$ cat config.mk
export PLATFORM = sky130hd
export DESIGN_NAME = rpn_ctrl
export DESIGN_NICKNAME = d
export VERILOG_FILES = /design/src/design/rpn_pkg.sv /design/src/design/rpn_ctrl.sv
export SDC_FILE = /design/constraint.sdc
export NUM_CORES = 1
export LEC_CHECK = 0
export BUFFER_PORTS_ARGS = -buffer_cell sky130_fd_sc_hd__buf_2
export CELL_PAD_IN_SITES_DETAIL_PLACEMENT = 0
export CELL_PAD_IN_SITES_GLOBAL_PLACEMENT = 1
export CORE_ASPECT_RATIO = 1.4
export CORE_MARGIN = 4
export CORE_UTILIZATION = 38
export CTS_BUF_LIST = sky130_fd_sc_hd__clkbuf_8
export CTS_CLUSTER_SIZE = 10
export DETAILED_ROUTE_END_ITERATION = 8
export PLACE_DENSITY = 0.95
export SLEW_MARGIN = 20
export SYNTH_ARGS = -nofsm -noshare
export SYNTH_HDL_FRONTEND = slang
export SYNTH_SLANG_ARGS = --single-unit
$ cat constraint.sdc
create_clock -name clk -period 10.6 [get_ports clk]
set_input_delay 0.53 -clock clk [delete_from_list [all_inputs] [get_ports clk]]
set_output_delay 0.53 -clock clk [all_outputs]
set_load 0.02 [all_outputs]
$ cat src/design/rpn_pkg.sv
// Shared types and constants for the RPN stack evaluator.
`default_nettype none
package rpn_pkg;
  localparam int STACK_DEPTH = 16;
  localparam int WORD_BITS   = 64;
  localparam int HALF_BITS   = WORD_BITS / 2;
  localparam int PTR_BITS    = $clog2(STACK_DEPTH);
  localparam int CNT_BITS    = $clog2(STACK_DEPTH + 1);
  localparam int SHIFT_BITS  = $clog2(WORD_BITS + 1);

  localparam logic [2:0] OP_PUSH = 3'd0;
  localparam logic [2:0] OP_ADD  = 3'd1;
  localparam logic [2:0] OP_SUB  = 3'd2;
  localparam logic [2:0] OP_MUL  = 3'd3;
  localparam logic [2:0] OP_DIV  = 3'd4;
  localparam logic [2:0] OP_EOL  = 3'd5;

  localparam logic [2:0] ST_VALID    = 3'd0;
  localparam logic [2:0] ST_EMPTY    = 3'd1;
  localparam logic [2:0] ST_FEW      = 3'd2;
  localparam logic [2:0] ST_DIVZERO  = 3'd3;
  localparam logic [2:0] ST_OVERFLOW = 3'd4;

  // Commands from controller to datapath.
  typedef struct packed {
    logic push;      // write operand at count, count+1
    logic rd_top;    // read entry count-1 into right
    logic rd_next;   // read entry count-2 into left
    logic pop2;      // count-2
    logic exec;      // compute result from left/right (add/sub)
    logic mul_start; // clear product accumulator
    logic mul_step;  // add one partial product
    logic div_start; // load divider
    logic div_step;  // one quotient bit
    logic wr_res;    // write result at count, count+1
    logic wr_div;    // write quotient at count, count+1
  } rpn_cmd_t;

  typedef struct packed {
    logic [CNT_BITS-1:0] count;
    logic                right_zero;
    logic                mul_done;
    logic                div_done;
  } rpn_stat_t;
endpackage
`default_nettype wire

$ cat src/design/rpn_ctrl.sv
// Sequencing state machine for the RPN stack evaluator.
`default_nettype none
module rpn_ctrl
  import rpn_pkg::*;
(
  input  wire logic             clk,
  input  wire logic             rst,
  input  wire logic             start,
  input  wire logic [2:0]       opcode,
  input  wire rpn_stat_t        stat,
  input  wire logic [WORD_BITS-1:0] right,
  output logic                  busy,
  output rpn_cmd_t              cmd,
  output logic [2:0]            op,
  output logic                  done,
  output logic [2:0]            status,
  output logic [63:0]           top_value
);
  typedef enum logic [2:0] {S_IDLE, S_READ, S_EXEC, S_MUL, S_DIV, S_EOL} state_t;
  state_t     state;
  logic [2:0] line_error;
  logic       acc;

  assign acc  = start && !busy;
  assign busy = (state != S_IDLE);

  always_comb begin
    cmd = '0;
    if (acc && line_error == ST_VALID && opcode == OP_PUSH
        && stat.count < CNT_BITS'(STACK_DEPTH))
      cmd.push = 1'b1;
    if (acc && opcode == OP_EOL) cmd.rd_top = 1'b1;
    if (acc && line_error == ST_VALID && stat.count >= CNT_BITS'(2)
        && (opcode == OP_ADD || opcode == OP_SUB || opcode == OP_MUL
            || opcode == OP_DIV)) begin
      cmd.rd_top  = 1'b1;
      cmd.rd_next = 1'b1;
    end
    unique case (state)
      S_READ: begin
        cmd.pop2 = 1'b1;
        if (op == OP_DIV) cmd.div_start = !stat.right_zero;
        else if (op == OP_MUL) cmd.mul_start = 1'b1;
        else cmd.exec = 1'b1;
      end
      S_EXEC:  cmd.wr_res = 1'b1;
      S_MUL: begin
        if (stat.mul_done) cmd.wr_res = 1'b1;
        else cmd.mul_step = 1'b1;
      end
      S_DIV: begin
        if (stat.div_done) cmd.wr_div = 1'b1;
        else cmd.div_step = 1'b1;
      end
      default: ;
    endcase
  end

  always_ff @(posedge clk) begin
    if (rst) begin
      state      <= S_IDLE;
      line_error <= ST_VALID;
      done       <= 1'b0;
      op         <= OP_PUSH;
    end else begin
      done <= 1'b0;
      unique case (state)
        S_IDLE: if (acc) begin
          op <= opcode;
          if (opcode == OP_EOL) state <= S_EOL;
          else if (line_error == ST_VALID) begin
            if (opcode == OP_PUSH) begin
              if (stat.count >= CNT_BITS'(STACK_DEPTH)) line_error <= ST_OVERFLOW;
            end else if (opcode <= OP_DIV) begin
              if (stat.count < CNT_BITS'(2)) line_error <= ST_FEW;
              else state <= S_READ;
            end
          end
        end
        S_READ: begin
          if (op == OP_MUL) state <= S_MUL;
          else if (op != OP_DIV) state <= S_EXEC;
          else if (stat.right_zero) begin
            line_error <= ST_DIVZERO;
            state      <= S_IDLE;
          end else state <= S_DIV;
        end
        S_EXEC: state <= S_IDLE;
        S_MUL:  if (stat.mul_done) state <= S_IDLE;
        S_DIV:  if (stat.div_done) state <= S_IDLE;
        S_EOL: begin
          done <= 1'b1;
          if (line_error != ST_VALID) begin
            status    <= line_error;
            top_value <= '0;
          end else if (stat.count == '0) begin
            status    <= ST_EMPTY;
            top_value <= '0;
          end else begin
            status    <= ST_VALID;
            top_value <= 64'(signed'(right));
          end
          line_error <= ST_VALID;
          state      <= S_IDLE;
        end
        default: state <= S_IDLE;
      endcase
    end
  end
endmodule
`default_nettype wire

==> flow_metrics.py <==
metrics = {
    "logic_synthesis": {
        "synth_cell_types": 31,
        "seq_area_frac_synth": 0.710,
        "synth_edf_count": 67,
        "synthFlopType": "edfxtp_1",
        "synthAdderAreaFrac": 0,
        "synth-simple-area-share": 0.213,
        "synth.cell_area_sq_mm": 0.00311,
        "netlist_instances": 229,
        "avgSynthCellArea_sq_um": 13.6,
        "synth_top_family_by_area": "simple AND/OR/NAND/NOR gates",
        "synth_compound_area_frac": 0.0506,
        "ys_ff_latch": 77,
        "ys_warn_count": 0,
        "synth_fp_nets": 307,
        "synth_xor_area_frac": 0,
        "async_reset_ff_frac": 0,
        "muxShareOfSynthArea": 0.00964,
    },
    "setup_path": {
        "path_class": "input port to primary output",
        "worstPathCellList": "buf_2 -> or4_4 -> and3_1 -> o21ai_0 -> a21oi_1 -> buf_2",
        "required_ns": 10.07,
        "critPathSlowestCell": "or4_4",
        "crit_path_max_fanout": 4,
        "cp-start-kind": "input port",
        "arrival_ns": 1.81,
        "slowest_delay_ns": 0.56,
        "end_kind": "primary output",
        "crit_top_cell": "buf_2",
    },
    "timing": {
        "worst_slack_ns": 8.26,
        "timing.fmax_ghz": 0.428,
        "maxSlewViolCount": 0,
        "hold_viol": 0,
        "rsz0062_at_grt": "no",
        "fin_hold_ws_ns": 0.460,
        "setup_viol": 0,
        "timing.final.crit_share": 0.220,
        "period_needed_ns": 2.34,
        "finClkSkew_ns": 0.00963,
        "max-slew-margin-rel": 0.452,
        "finalSetupTns_ns": 0,
        "worst_pin_slew_ns": 0.823,
    },
    "floorplanning": {
        "ioPinCount": 161,
        "dieArea_sq_mm": 0.00973,
        "core_area_sq_mm": 0.00789,
        "rows": 38,
        "start_util": 0.395,
        "die_h_um": 115,
        "die_w_um": 84.5,
    },
    "final_layout": {
        "layout-drive-gt1-share": 0.457,
        "area_growth_pct": 35.2,
        "n_antenna_cell": 0,
        "nets": 469,
        "stdcell_count": 496,
    },
    "route": {
        "firstDrtPassIters": 4,
        "drc": 0,
        "ant_nets": 0,
        "vias": 2361,
        "first_iter_violations": 99,
        "viasPerCell": 4.76,
        "finalWirelength_um": 7670,
        "wl_per_cell_um": 15.5,
    },
    "cts": {
        "postCtsHoldBufs": 0,
        "clk_pin_slew_ns": 0.08,
        "htree_levels": 3,
        "cts_setup_buffers": 0,
        "cts.repair.resized": 0,
        "clockBufferDepth": 2,
        "cts.sinks": 77,
        "cts-buffers-inserted": 9,
        "root_buffer": "clkbuf_8",
        "clk_latency_ns": 0.34,
        "cts_tree": "yes",
    },
    "pwr": {
        "power_density_mw_per_mm2": 144,
        "ir_worst_vdd_mv": 0.0727,
        "power.total_mw": 0.604,
        "power.leakage_nw": 1.78,
    },
    "global_route": {
        "grt_pass1_wl_um": 11900,
        "track_usage": 0.160,
        "grt_pass1_vias": 2260,
        "grt_overflow": 0,
        "grt_max_degree": 68,
        "antenna_found_initial": 0,
    },
    "placement": {
        "dp.cells": 479,
        "place_congestion": 0.863,
        "io_buffers": 160,
        "dp_hpwl_um": 5820,
        "dp_slack_ns": 8.27,
    },
    "run_status": {
        "status": "complete, no violations",
    },
    "flow_run": {
        "cap_viol_max_count": 0,
    },
    "min_path": {
        "worstHoldPathType": "input port to flop",
    },
}
[metal layers]
layer,global-route usage,wire length (um),vias up
met5,0,0,-
met4,0.0655,151,0
met3,0.0566,800,13
met2,0.260,3810,137
met1,0.193,2900,1073
li1,-,-,1138
[worst paths after layout]
check,to,start,cells after the start,slack [ns]
worst min-delay path,top_value[20],right[20],2,0.46
worst max-delay path,cmd[9],stat[7],6,8.26
worst max register to register,top_value[35],state[0],4,8.63
worst min register to register,status[2],line_error[2],0,0.52
[critical path: cells and delay by family]
kind,cells,cell delay (ns)
buf+inv,2,0.30
simple gates,2,0.74
compound gates,2,0.24
[through the flow]
stage | area, sq um | utilization
detailed placement | 4020 | 0.510
global placement | 4020 | 0.510
finish | 4210 | 0.533
CTS | 4180 | 0.530
global route | 4210 | 0.533
floorplan | 3110 | -
[power breakdown]
group	switching (mW)	leakage (nW)	internal, mW	total [mW]
clock network	0.101	0.0888	0.0815	0.182
registers	0.00392	0.686	0.337	0.340
logic	0.0421	1.01	0.0398	0.0818
total	0.147	1.78	0.458	0.604
[cells by family after synthesis]
kind of cell | count (synthesis)
simple gates | 110
mux | 3
flops | 77
compound gates | 25
buf+inv | 14
[cell usage after synthesis, drive strengths merged (2+ instances only)]
cell type	number	area share
nor3	6	0.013
a32oi	2	0.0056
a21oi	9	0.014
nand3b	3	0.0072
or3	2	0.0040
or4	2	0.0060
nor2	15	0.018
and2	64	0.13
inv	3	0.0036
and3	3	0.0060
edfxtp	67	0.65
nor2b	2	0.0040
o21ai	7	0.011
clkbuf	11	0.013
mux2i	3	0.0096
nand2	7	0.0084
dfxtp	10	0.064
nand3	2	0.0032
[cells in the final DEF (no fill, tap or decap), types with 3 or more instances in the layout]
master / n
and3_1: 3
nand3b_1: 3
and2_1: 64
dfxtp_1: 10
buf_2: 160
clkbuf_8: 9
mux2i_1: 3
edfxtp_1: 67
o21ai_0: 7
nor3_1: 5
inv_1: 6
nor2_1: 14
nand2_1: 7
a21oi_1: 9
[final cells by class]
cell class,instances,area [sq um]
fillers,722,3680
flip-flops and latches,77,2210
multi-input cells,138,865
repair buffers,162,836
well taps,100,125
clock buffers,9,124
clock inverters,7,36.3
inverters,3,11.3
[registers in the layout, summed over array words and instances, names as in the netlist]
register	cells
top_value	64
line_error	3
op	3
state	3
status	3
done	1
Note: power is estimated with default switching activity, not from simulation.
